File: src/hdl/dqr_pkg.sv
`timescale 1ns / 1ps
// ----------------------------------------------------------------------------
// dqr_pkg
// Shared types and constants for the double-ended queue with reverse.
// ----------------------------------------------------------------------------
package dqr_pkg;

    localparam int DEPTH      = 16;
    localparam int PTR_W      = $clog2(DEPTH);
    localparam int CNT_W      = $clog2(DEPTH + 1);
    localparam int CMD_W      = 3;
    localparam int WORD_W     = 64;
    localparam int CNT_OUT_W  = 5;
    localparam int STAT_W     = 2;

    // command queue between front and back
    localparam int QDEPTH     = 2;
    localparam int QPTR_W     = $clog2(QDEPTH);
    localparam int QCNT_W     = $clog2(QDEPTH + 1);

    localparam logic [CMD_W-1:0] CMD_PUSH_FRONT = 3'd0;
    localparam logic [CMD_W-1:0] CMD_PUSH_BACK  = 3'd1;
    localparam logic [CMD_W-1:0] CMD_POP_FRONT  = 3'd2;
    localparam logic [CMD_W-1:0] CMD_POP_BACK   = 3'd3;
    localparam logic [CMD_W-1:0] CMD_REVERSE    = 3'd4;
    localparam logic [CMD_W-1:0] CMD_PEEK       = 3'd5;

    localparam logic [STAT_W-1:0] ST_OK         = 2'd0;
    localparam logic [STAT_W-1:0] ST_PUSH_FULL  = 2'd1;
    localparam logic [STAT_W-1:0] ST_POP_EMPTY  = 2'd2;

    typedef enum logic [1:0] {
        OP_PUSH,
        OP_POP,
        OP_REV,
        OP_NOP
    } t_kind;

    typedef struct packed {
        logic [CMD_W-1:0]  cmd;
        logic [WORD_W-1:0] data_in;
    } t_in;

    typedef struct packed {
        logic [WORD_W-1:0]    front_word;
        logic [WORD_W-1:0]    back_word;
        logic [CNT_OUT_W-1:0] entry_count_out;
        logic                 is_empty;
        logic                 is_full;
        logic [STAT_W-1:0]    status;
    } t_out;

    // classified command handed from front to back
    typedef struct packed {
        t_kind             kind;
        logic              at_front;
        logic [WORD_W-1:0] data;
    } t_op;

endpackage

File: src/hdl/deque_with_reverse.sv
`timescale 1ns / 1ps
// A transferred command passes the front command queue and the back unit's execute,
// registered store read and result load steps before its result shows (empty low).
// The back unit runs one command at a time; a 2-entry queue absorbs input bursts.
// Reset (i_rst_n low, synchronous) empties the queue, clears the reverse flag and
// drops any pending commands and results; the word store itself is not cleared.
// ----------------------------------------------------------------------------
// deque_with_reverse
// Bounded double-ended queue of 64-bit words with constant-time reverse.
// ----------------------------------------------------------------------------
module deque_with_reverse (
    input  logic          i_clk,
    input  logic          i_rst_n,
    input  logic          push,
    output logic          full,
    input  dqr_pkg::t_in  i_item,
    output logic          empty,
    input  logic          pop,
    output dqr_pkg::t_out o_result
);
    import dqr_pkg::*;

    t_op  w_op;
    logic w_op_valid;
    logic w_op_take;

    dqr_front u_front (
        .i_clk      (i_clk),
        .i_rst_n    (i_rst_n),
        .i_push     (push),
        .o_full     (full),
        .i_item     (i_item),
        .o_op_valid (w_op_valid),
        .i_op_take  (w_op_take),
        .o_op       (w_op)
    );

    dqr_back u_back (
        .i_clk      (i_clk),
        .i_rst_n    (i_rst_n),
        .i_op_valid (w_op_valid),
        .o_op_take  (w_op_take),
        .i_op       (w_op),
        .o_empty    (empty),
        .i_pop      (pop),
        .o_result   (o_result)
    );

endmodule

File: src/hdl/dqr_front.sv
`timescale 1ns / 1ps
// ----------------------------------------------------------------------------
// dqr_front
// Accepts commands, classifies them and buffers them in a short queue.
// ----------------------------------------------------------------------------
module dqr_front (
    input  logic         i_clk,
    input  logic         i_rst_n,
    input  logic         i_push,
    output logic         o_full,
    input  dqr_pkg::t_in i_item,
    output logic         o_op_valid,
    input  logic         i_op_take,
    output dqr_pkg::t_op o_op
);
    import dqr_pkg::*;

    function automatic t_op classify(input t_in item);
        t_op op;
        op.data     = item.data_in;
        op.at_front = 1'b0;
        op.kind     = OP_NOP;
        unique case (item.cmd)
            CMD_PUSH_FRONT: begin op.kind = OP_PUSH; op.at_front = 1'b1; end
            CMD_PUSH_BACK:  begin op.kind = OP_PUSH; op.at_front = 1'b0; end
            CMD_POP_FRONT:  begin op.kind = OP_POP;  op.at_front = 1'b1; end
            CMD_POP_BACK:   begin op.kind = OP_POP;  op.at_front = 1'b0; end
            CMD_REVERSE:    op.kind = OP_REV;
            default:        op.kind = OP_NOP;  // peek and unused codes
        endcase
        return op;
    endfunction

    t_op               r_q [QDEPTH];
    logic [QPTR_W-1:0] r_wr_ptr, n_wr_ptr;
    logic [QPTR_W-1:0] r_rd_ptr, n_rd_ptr;
    logic [QCNT_W-1:0] r_cnt, n_cnt;
    logic              w_wr;
    logic              w_rd;

    assign o_full     = (r_cnt == QCNT_W'(QDEPTH));
    assign o_op_valid = (r_cnt != '0);
    assign o_op       = r_q[r_rd_ptr];
    assign w_wr       = i_push && !o_full;
    assign w_rd       = o_op_valid && i_op_take;

    always_comb begin
        n_wr_ptr = r_wr_ptr;
        n_rd_ptr = r_rd_ptr;
        n_cnt    = r_cnt;
        if (w_wr) begin
            n_wr_ptr = (r_wr_ptr == QPTR_W'(QDEPTH - 1)) ? '0 : r_wr_ptr + 1'b1;
        end
        if (w_rd) begin
            n_rd_ptr = (r_rd_ptr == QPTR_W'(QDEPTH - 1)) ? '0 : r_rd_ptr + 1'b1;
        end
        if (w_wr && !w_rd) begin
            n_cnt = r_cnt + 1'b1;
        end else if (w_rd && !w_wr) begin
            n_cnt = r_cnt - 1'b1;
        end
    end

    always_ff @(posedge i_clk) begin
        if (!i_rst_n) begin
            r_wr_ptr <= '0;
            r_rd_ptr <= '0;
            r_cnt    <= '0;
        end else begin
            r_wr_ptr <= n_wr_ptr;
            r_rd_ptr <= n_rd_ptr;
            r_cnt    <= n_cnt;
        end
    end

    always_ff @(posedge i_clk) begin
        if (w_wr) begin
            r_q[r_wr_ptr] <= classify(i_item);
        end
    end

endmodule

File: src/hdl/dqr_back.sv
`timescale 1ns / 1ps
// ----------------------------------------------------------------------------
// dqr_back
// Executes classified commands on the ring store and builds the result.
// ----------------------------------------------------------------------------
module dqr_back (
    input  logic          i_clk,
    input  logic          i_rst_n,
    input  logic          i_op_valid,
    output logic          o_op_take,
    input  dqr_pkg::t_op  i_op,
    output logic          o_empty,
    input  logic          i_pop,
    output dqr_pkg::t_out o_result
);
    import dqr_pkg::*;

    localparam int SUM_W = CNT_W + 1;

    localparam logic [1:0] S_EXEC = 2'd0;
    localparam logic [1:0] S_READ = 2'd1;
    localparam logic [1:0] S_EMIT = 2'd2;

    function automatic logic [PTR_W-1:0] ring_add(input logic [PTR_W-1:0] base,
                                                  input logic [CNT_W-1:0] off);
        logic [SUM_W-1:0] s;
        s = SUM_W'(base) + SUM_W'(off);
        if (s >= SUM_W'(DEPTH)) begin
            s = s - SUM_W'(DEPTH);
        end
        return s[PTR_W-1:0];
    endfunction

    logic [WORD_W-1:0] r_mem [DEPTH];

    logic [1:0]        r_state, n_state;
    logic [PTR_W-1:0]  r_head, n_head;
    logic [CNT_W-1:0]  r_count, n_count;
    logic              r_rev, n_rev;
    logic [STAT_W-1:0] r_status, n_status;
    logic [WORD_W-1:0] r_rd_head, r_rd_tail;
    t_out              r_out, n_out;
    logic              r_out_valid, n_out_valid;

    logic              w_we;
    logic [PTR_W-1:0]  w_waddr;
    logic [PTR_W-1:0]  w_tail_addr;
    logic              w_at_head;
    logic              w_out_load;
    logic [WORD_W-1:0] w_head_word, w_tail_word;

    assign w_tail_addr = ring_add(r_head, r_count - 1'b1);
    assign w_at_head   = i_op.at_front ^ r_rev;
    assign o_op_take   = (r_state == S_EXEC);
    assign w_out_load  = (r_state == S_EMIT) && (!r_out_valid || i_pop);
    assign o_empty     = !r_out_valid;
    assign o_result    = r_out;

    always_comb begin
        n_state  = r_state;
        n_head   = r_head;
        n_count  = r_count;
        n_rev    = r_rev;
        n_status = r_status;
        w_we     = 1'b0;
        w_waddr  = ring_add(r_head, r_count);
        unique case (r_state)
            S_EXEC: begin
                if (i_op_valid) begin
                    n_status = ST_OK;
                    n_state  = S_READ;
                    unique case (i_op.kind)
                        OP_PUSH: begin
                            if (r_count == CNT_W'(DEPTH)) begin
                                n_status = ST_PUSH_FULL;
                            end else begin
                                w_we    = 1'b1;
                                n_count = r_count + 1'b1;
                                if (w_at_head) begin
                                    n_head  = (r_head == '0) ? PTR_W'(DEPTH - 1)
                                                             : r_head - 1'b1;
                                    w_waddr = n_head;
                                end
                            end
                        end
                        OP_POP: begin
                            if (r_count == '0) begin
                                n_status = ST_POP_EMPTY;
                            end else begin
                                n_count = r_count - 1'b1;
                                if (w_at_head) begin
                                    n_head = ring_add(r_head, CNT_W'(1));
                                end
                            end
                        end
                        OP_REV:  n_rev = !r_rev;
                        OP_NOP:  ;
                        default: ;
                    endcase
                end
            end
            S_READ:  n_state = S_EMIT;
            S_EMIT: begin
                if (w_out_load) begin
                    n_state = S_EXEC;
                end
            end
            default: n_state = S_EXEC;
        endcase
    end

    // empty queue reads zero on both ends
    assign w_head_word = (r_count == '0) ? '0 : r_rd_head;
    assign w_tail_word = (r_count == '0) ? '0 : r_rd_tail;

    always_comb begin
        n_out_valid = r_out_valid;
        n_out       = r_out;
        if (i_pop && r_out_valid) begin
            n_out_valid = 1'b0;
        end
        if (w_out_load) begin
            n_out_valid           = 1'b1;
            n_out.front_word      = r_rev ? w_tail_word : w_head_word;
            n_out.back_word       = r_rev ? w_head_word : w_tail_word;
            n_out.entry_count_out = CNT_OUT_W'(r_count);
            n_out.is_empty        = (r_count == '0);
            n_out.is_full         = (r_count == CNT_W'(DEPTH));
            n_out.status          = r_status;
        end
    end

    always_ff @(posedge i_clk) begin
        if (!i_rst_n) begin
            r_state     <= S_EXEC;
            r_head      <= '0;
            r_count     <= '0;
            r_rev       <= 1'b0;
            r_status    <= ST_OK;
            r_out_valid <= 1'b0;
        end else begin
            r_state     <= n_state;
            r_head      <= n_head;
            r_count     <= n_count;
            r_rev       <= n_rev;
            r_status    <= n_status;
            r_out_valid <= n_out_valid;
        end
    end

    always_ff @(posedge i_clk) begin
        r_out <= n_out;
    end

    always_ff @(posedge i_clk) begin
        if (w_we) begin
            r_mem[w_waddr] <= i_op.data;
        end
    end

    always_ff @(posedge i_clk) begin
        if (r_state == S_READ) begin
            r_rd_head <= r_mem[r_head];
            r_rd_tail <= r_mem[w_tail_addr];
        end
    end

`ifndef NO_ASSERTIONS
    a_count_bound: assert property (@(posedge i_clk) disable iff (!i_rst_n)
        r_count <= CNT_W'(DEPTH))
        else $error("entry count above depth");

    a_full_status: assert property (@(posedge i_clk) disable iff (!i_rst_n)
        (r_state == S_EMIT && r_status == ST_PUSH_FULL) |-> r_count == CNT_W'(DEPTH))
        else $error("push dropped while not full");

    a_empty_status: assert property (@(posedge i_clk) disable iff (!i_rst_n)
        (r_state == S_EMIT && r_status == ST_POP_EMPTY) |-> r_count == '0)
        else $error("pop ignored while not empty");

    a_load_result: assert property (@(posedge i_clk) disable iff (!i_rst_n)
        w_out_load |=> (r_out_valid && r_state == S_EXEC))
        else $error("result load did not take effect");
`endif

endmodule

File: config.mk
export PLATFORM = sky130hd
export DESIGN_NAME = deque_with_reverse
export DESIGN_NICKNAME = d
export VERILOG_FILES = /design/src/hdl/dqr_pkg.sv /design/src/hdl/deque_with_reverse.sv /design/src/hdl/dqr_front.sv /design/src/hdl/dqr_back.sv
export SDC_FILE = /design/constraint.sdc
export NUM_CORES = 2
export LEC_CHECK = 0
export ABC_AREA = 0
export ABC_CLOCK_PERIOD_IN_PS = 7900
export BUFFER_PORTS_ARGS = -buffer_cell sky130_fd_sc_hd__buf_2
export CORE_UTILIZATION = 45
export CTS_CLUSTER_DIAMETER = 120
export DETAILED_ROUTE_END_ITERATION = 16
export GPL_ROUTABILITY_DRIVEN = 0
export GPL_TIMING_DRIVEN = 0
export PLACE_DENSITY = 0.61
export SKIP_LAST_GASP = 1
export SLEW_MARGIN = 40
export SYNTH_ARGS = -nofsm -noshare
export SYNTH_HDL_FRONTEND = slang
export SYNTH_SLANG_ARGS = --single-unit
File: constraint.sdc
create_clock -name i_clk -period 7.9 [get_ports i_clk]
set_input_delay 1.185 -clock i_clk [delete_from_list [all_inputs] [get_ports i_clk]]
set_output_delay 1.185 -clock i_clk [all_outputs]
set_load 0.03 [all_outputs]
## Word level (Yosys, flattened, before mapping)

Memories as Yosys holds them, arrays and structs flattened. A register that Yosys moved wholly into a read port is not among the register bits.
Cells that the tools add are included.

| storage, ports and cells | value |
|---|---|
| latch bits | 0 |
| memory bits (read-only) | 0 |
| logic and storage cells | 126 |
| register bits | 156 |
| memory bits (writable) | 1158 |
| memories kept | 2 |
| output and inout bits | 139 |
| bits of input ports | 71 |

Memory list:

| memory | depth | width | rd ports | clocked after Yosys merged registers in | wr ports | line | source |
|---|---|---|---|---|---|---|---|
| u_back.r_mem | 16 | 64 | 2 | 2 | 1 | dqr_back.sv:34 | `logic [WORD_W-1:0] r_mem [DEPTH];` |
| u_front.r_q | 2 | 67 | 1 | 1 | 1 | dqr_front.sv:34 | `t_op r_q [QDEPTH];` |

| operators by class | value |
|---|---|
| add/subtract/negate cells | 13 |
| multipliers | 0 |
| div/mod/pow operators | 0 |
| reduce and logical (&&, ||, !) cells | 29 |
| multiplexer cells | 47 |
| eq/ne operators | 16 |
| bitwise gates (word level) | 1 |
| order comparisons | 3 |
| shifts and indexed selects | 0 |

Operators with widths:

| cell | number |
|---|---|
| two-way mux 64 bit | 4 |
| two-way mux 4 bit | 13 |
| two-way mux 1 bit | 17 |
| subtractor 4 x 1 -> 4 bit, second input constant | 4 |
| adder 4 x 5 -> 6 bit | 2 |
| >= comparator 6 x 5 -> 1 bit, second input constant | 2 |
| two-way mux 2 bit | 6 |
| one-hot mux 2 bit (3 select lines) | 2 |
| two-way mux 5 bit | 2 |
| one-hot mux 5 bit (2 select lines) | 1 |
| inequality test 2 x 1 -> 1 bit, second input constant | 4 |
| one-hot mux 4 bit (2 select lines) | 1 |
| nonzero test 2 bit | 4 |
| AND reduction 7 bit | 1 |
| equality test 2 bit, second input constant | 3 |
| equality test 3 x 2 -> 1 bit, second input constant | 2 |
| logical AND 1 bit | 6 |
| OR reduction 2 bit | 3 |
| adder 4 x 1 -> 5 bit, second input constant | 1 |
| adder 5 x 1 -> 5 bit, second input constant | 1 |
| equality test 5 bit, second input constant | 1 |
| >= comparator 5 bit, second input constant | 1 |
| logical NOT 1 bit | 5 |
| logical NOT 5 bit | 1 |
| other kinds (17) | 22 |

## Longest topological paths before layout

| depth | value |
|---|---|
| word-level depth | 8 |
| mapped depth | 10 |
| depth with buffers taken out | 9 |

## Cells and area by module

A second synthesis with hierarchy kept.

| unflattened totals | value |
|---|---|
| cell total of the unflattened synthesis | 3149 |
| area, all modules | 63130.5 µm² |

By module, submodules not included:

| module | seq. area each (µm²) | area each (µm²) | times used | cells each |
|---|---|---|---|---|
| dqr_back | 39007.4 | 58044.4 | 1 | 2913 |
| dqr_front | 4124.0 | 5086.1 | 1 | 236 |

## Worst setup path after synthesis

No wires, ideal clock.

| path | value |
|---|---|
| path kind | input port to flip-flop |
| start point | input pop |
| end point | register u_back.r_out (netlist bit u_back.o_result[0]), enable pin |
| arrival | 7.351 ns |
| required time | 7.249 ns |
| path slack | -0.102 ns |
| stages | 2 |
| cell sequence | nand2b_1 -> nor2b_1 |

| between the ends | value |
|---|---|
| longest elaborated chain between the ends | 2 |

Ends and longest elaborated chain:

| what | line | source |
|---|---|---|
| from (decl) | deque_with_reverse.sv:18 | `input logic pop,` |
| logical OR 1 bit | dqr_back.sv:55 | `assign w_out_load = (r_state == S_EMIT) && (!r_out_valid \|\| i_pop);` |
| logical AND 1 bit | dqr_back.sv:55 |  |
| to (signal assigned) | dqr_back.sv:152 | `r_out <= n_out;` |
| to (decl) | dqr_back.sv:42 | `t_out r_out, n_out;` |

No other way between the ends.
A chain may end at the register's enable or synchronous reset.

## Worst setup path after layout

| path | value |
|---|---|
| start point | register u_back.r_head[1] |
| end point | memory u_back.r_mem[7][31], enable pin |

| between the ends | value |
|---|---|
| longest elaborated chain between the ends | 8 |

Ends and longest elaborated chain:

| what | line | source |
|---|---|---|
| from (decl) | dqr_back.sv:37 | `logic [PTR_W-1:0] r_head, n_head;` |
| from (signal assigned) | dqr_back.sv:143 | `r_head <= n_head;` |
| adder 4 x 5 -> 6 bit | dqr_back.sv:27 | `s = SUM_W'(base) + SUM_W'(off);` |
| >= comparator 6 x 5 -> 1 bit / subtractor 4 x 1 -> 4 bit (equally long branches) | dqr_back.sv:28, dqr_back.sv:29 |  |
| two-way mux 4 bit | dqr_back.sv:28 | `if (s >= SUM_W'(DEPTH)) begin` |
| two-way mux 4 bit | dqr_back.sv:79 | `if (w_at_head) begin` |
| two-way mux 4 bit | dqr_back.sv:74 | `if (r_count == CNT_W'(DEPTH)) begin` |
| two-way mux 4 bit | dqr_back.sv:72 | `unique case (i_op.kind)` |
| two-way mux 4 bit | dqr_back.sv:69 | `if (i_op_valid) begin` |
| two-way mux 4 bit (*) | dqr_back.sv:67 | `unique case (r_state)` |
| to (decl) | dqr_back.sv:34 |  |

Every way passes the cells marked *; elsewhere a longest branch is shown, timed or not.

==> results.ini <==
[status]
status=finished, final reports clean

[global_routing]
overflow=0
grt_usage_pct=24.6
antenna_found_initial=5
grt_pass1_vias=34537
grt_max_degree=30
grt_pass1_wl_microns=246000

[cells_and_area]
drive_gt1_share_pct=36.8
fin_area_sq_um=73500
nets=3741
fin_cells=5572
fillerInstances=10749
syn2layout_area_growth_pct=17.2
n_antenna_cell=0
final_util_pct=53.3

[logic_synthesis]
synth-async-reset-ratio_pct=0
synth_common_cells=edfxtp_1, mux4_2, nand2_1
ys_warn_count=0
synth_cell_types=55
synth_cells=3136
synth_edf_count=1423
synth_top_area_cell=edfxtp_1
ys_seq_area_share_pct=68.8
synthTopCellsByArea=edfxtp_1, mux4_2, mux2i_1
syn_avg_cell_area_sq_um=20.0
synth_top_cell_area_share_pct=68.2
synth_nets=3221
yosysMostFrequentCell=edfxtp_1
synth_ff_type=edfxtp_1
ys_ff_latch=1443
netlist_area_sq_um=62700

[setup_path]
critPathRequiredTime_ns=8.38
timing.rr.start=u_back.r_head[1]
worstSetupEndpointType=register
critPathLaunch=u_back.r_head[1]
reg2reg_depth=15
crit_fanout=10
worstPathArrival_ns=6.06
r2r_slack_ns=2.33
worstSetupPathType=reg2reg
start_kind=register
regToRegEndpoint=u_back.r_mem[7][31]

[placement]
dp.cells=5293
dp_hpwl_microns=120000
portBuffers=209
pre_cts_ws_ns=2.38
dpl_cell_area_sq_um=68400

[drt]
wl_microns=171000
drtIter0Drc=3405
dr.pass1.iters=5
drtAntennaViolNets=0
drcViolationCount=0
wl_per_cell_microns=30.7
vias=33917
via_per_inst=6.09

[die]
core_sq_um=138000
die_y_microns=375
fp.dieW_microns=375
start_util_pct=45.5
ioPinCount=210
die_area_sq_um=141000
rows=136

[timing]
fin_crit_ns=5.57
finalWorstSetupSlack_ns=2.33
worst_pin_slew_ns=0.947
post-route-period-util_pct=70.6
max_freq_mhz=179
setup_violations=0
rsz0062_at_grt=no
relSlewSlack_pct=36.9
skew_ns=0.0249
slew_violations=0
report.final.hold_viol_count=0

[power]
peakVddDrop_v=0.000248
cellLeakagePower_uw=0.0240
power_density_nw_per_um2=383

[clock_network]
tritoncts=yes
cts.sinks=1443
cts-resized-gates=0
post-cts-setup-buffer-count=0
cts_buffers=155
hold_buffers=0
clk_path_buf_depth=3
cts_root_buf=clkbuf_16
clk_latency_ns=0.79
clk_pin_slew_worst_paths_ns=0.05
h-tree-depth=4

[flow_run]
cap_violations=0

[worst_hold_path]
hp-class=reg2reg
holdPathStages=0
min_to=u_back.o_result[1]
holdCritStartpoint=u_back.r_status[1]

==> final cells by class <==
| class | count | area, sq um | area share, % |
|---|---|---|---|
| multi-input cells | 1466 | 18800 | 25.5 |
| repair buffers | 363 | 3220 | 4.39 |
| well taps | 1794 | 2240 | 3.06 |
| plain buffers | 215 | 993 | 1.35 |
| inverters | 12 | 45.0 | 0.0613 |
| clock buffers | 193 | 4160 | 5.66 |
| clock inverters | 86 | 911 | 1.24 |
| flip-flops and latches | 1443 | 43100 | 58.7 |
==> state kept, by name (all words and copies together), names as in the netlist, named ones only <==
| register | cells |
|---|---|
| u_back.r_head | 4 |
| u_back.r_state | 2 |
| u_back.r_out_valid | 1 |
| u_back.r_rev | 1 |
| u_back.r_status | 2 |
| u_back.r_count | 5 |
| u_back.r_mem | 1024 |
| u_front.r_wr_ptr | 1 |
| u_front.r_q | 134 |
| u_front.r_rd_ptr | 1 |
| u_back.r_rd_tail | 64 |
| u_back.r_rd_head | 64 |
| u_back.o_result | 137 |
| u_front.r_cnt | 2 |
==> how the worst max path moves through the flow <==
stage	end	slack [ns]	cells after the start
final	u_back.r_mem[7][31]	2.33	15
after global routing	u_back.r_mem[4][38]	2.09	14
after CTS	u_back.r_mem[4][35]	2.37	14
after detailed placement	u_back.r_mem[4][35]	2.38	14
after global placement	u_back.r_mem[4][30]	-7.43	9
after floorplan	u_back.r_mem[6][0]	0.57	9
==> per-stage QoR <==
stage | power, uW | hold WS [ns] | setup TNS (ns)
after floorplan | 16900 | 0.408 | 0
after global placement | 20900 | 0.446 | -4161.25
after detailed placement | 21000 | 0.429 | 0
after CTS | 28300 | 0.442 | 0
after global routing | 29200 | 0.448 | 0
final | 28100 | 0.448 | 0
==> cells in the final DEF (no fill, tap or decap), types with 4 or more instances in the layout <==
master	count
buf_8	53
edfxtp_1	1423
clkbuf_16	160
mux2_2	69
ha_1	12
nand2_1	274
xnor2_1	13
and3_1	68
clkbuf_2	64
a32oi_1	4
buf_1	7
a21boi_0	5
nor2_4	8
buf_6	6
a21oi_1	5
nand2b_1	10
buf_2	295
o21ai_0	5
nor3_1	5
nor2_1	137
buf_4	41
buf_16	29
xor2_1	4
clkinv_2	24
clkinv_1	33
bufinv_16	18
dfxtp_1	20
nor3_2	6
nand3_1	6
buf_12	7
inv_1	12
clkbuf_1	106
a31oi_1	65
mux2i_1	137
mux4_2	575
and2_1	9
==> cell families (layout without fill, tap and decap cells) <==
| logic type | after synthesis | count (layout) | synth area share, % |
|---|---|---|---|
| AOI/OAI and AO/OA | 103 | 103 | 1.14 |
| xor gates and xnor gates | 19 | 19 | 0.266 |
| adders and majority gates | 14 | 14 | 0.304 |
| buffers and inverters | 227 | 869 | 1.50 |
| DFF | 1443 | 1443 | 68.8 |
| muxes | 781 | 781 | 24.1 |
| and+or+nand+nor | 549 | 549 | 3.87 |
==> worst max-delay path, cell delays in order (launching register included) <==
cell	delay, ns
dfxtp_1	0.50
clkbuf_1	0.49
clkbuf_2	0.48
buf_1	0.60
inv_1	0.19
ha_1	0.29
o311a_1	0.45
nor3_2	0.28
o22ai_2	0.21
nor3_2	0.47
buf_4	0.26
buf_4	0.18
buf_4	0.20
buf_2	0.25
buf_4	0.20
buf_4	0.19
==> report_power, final <==
part           switching [uW]  total (uW)  internal [uW]
clock                    2990        7310           4310
combinational            6650       10600           3960
sequential                264       10200           9940
==> per-layer routing <==
layer  routed length (microns)  part of all wire, %  GRT usage (%)  vias up
met1                     68300                   40           32.8    18064
met4                      4410                  2.6           7.28        0
li1                          -                    -              -    14151
met3                     12300                  7.2           4.59      262
met5                         0                    0              0        -
met2                     86300                   50           41.5     1440
Note: power is estimated with default switching activity, not from simulation.
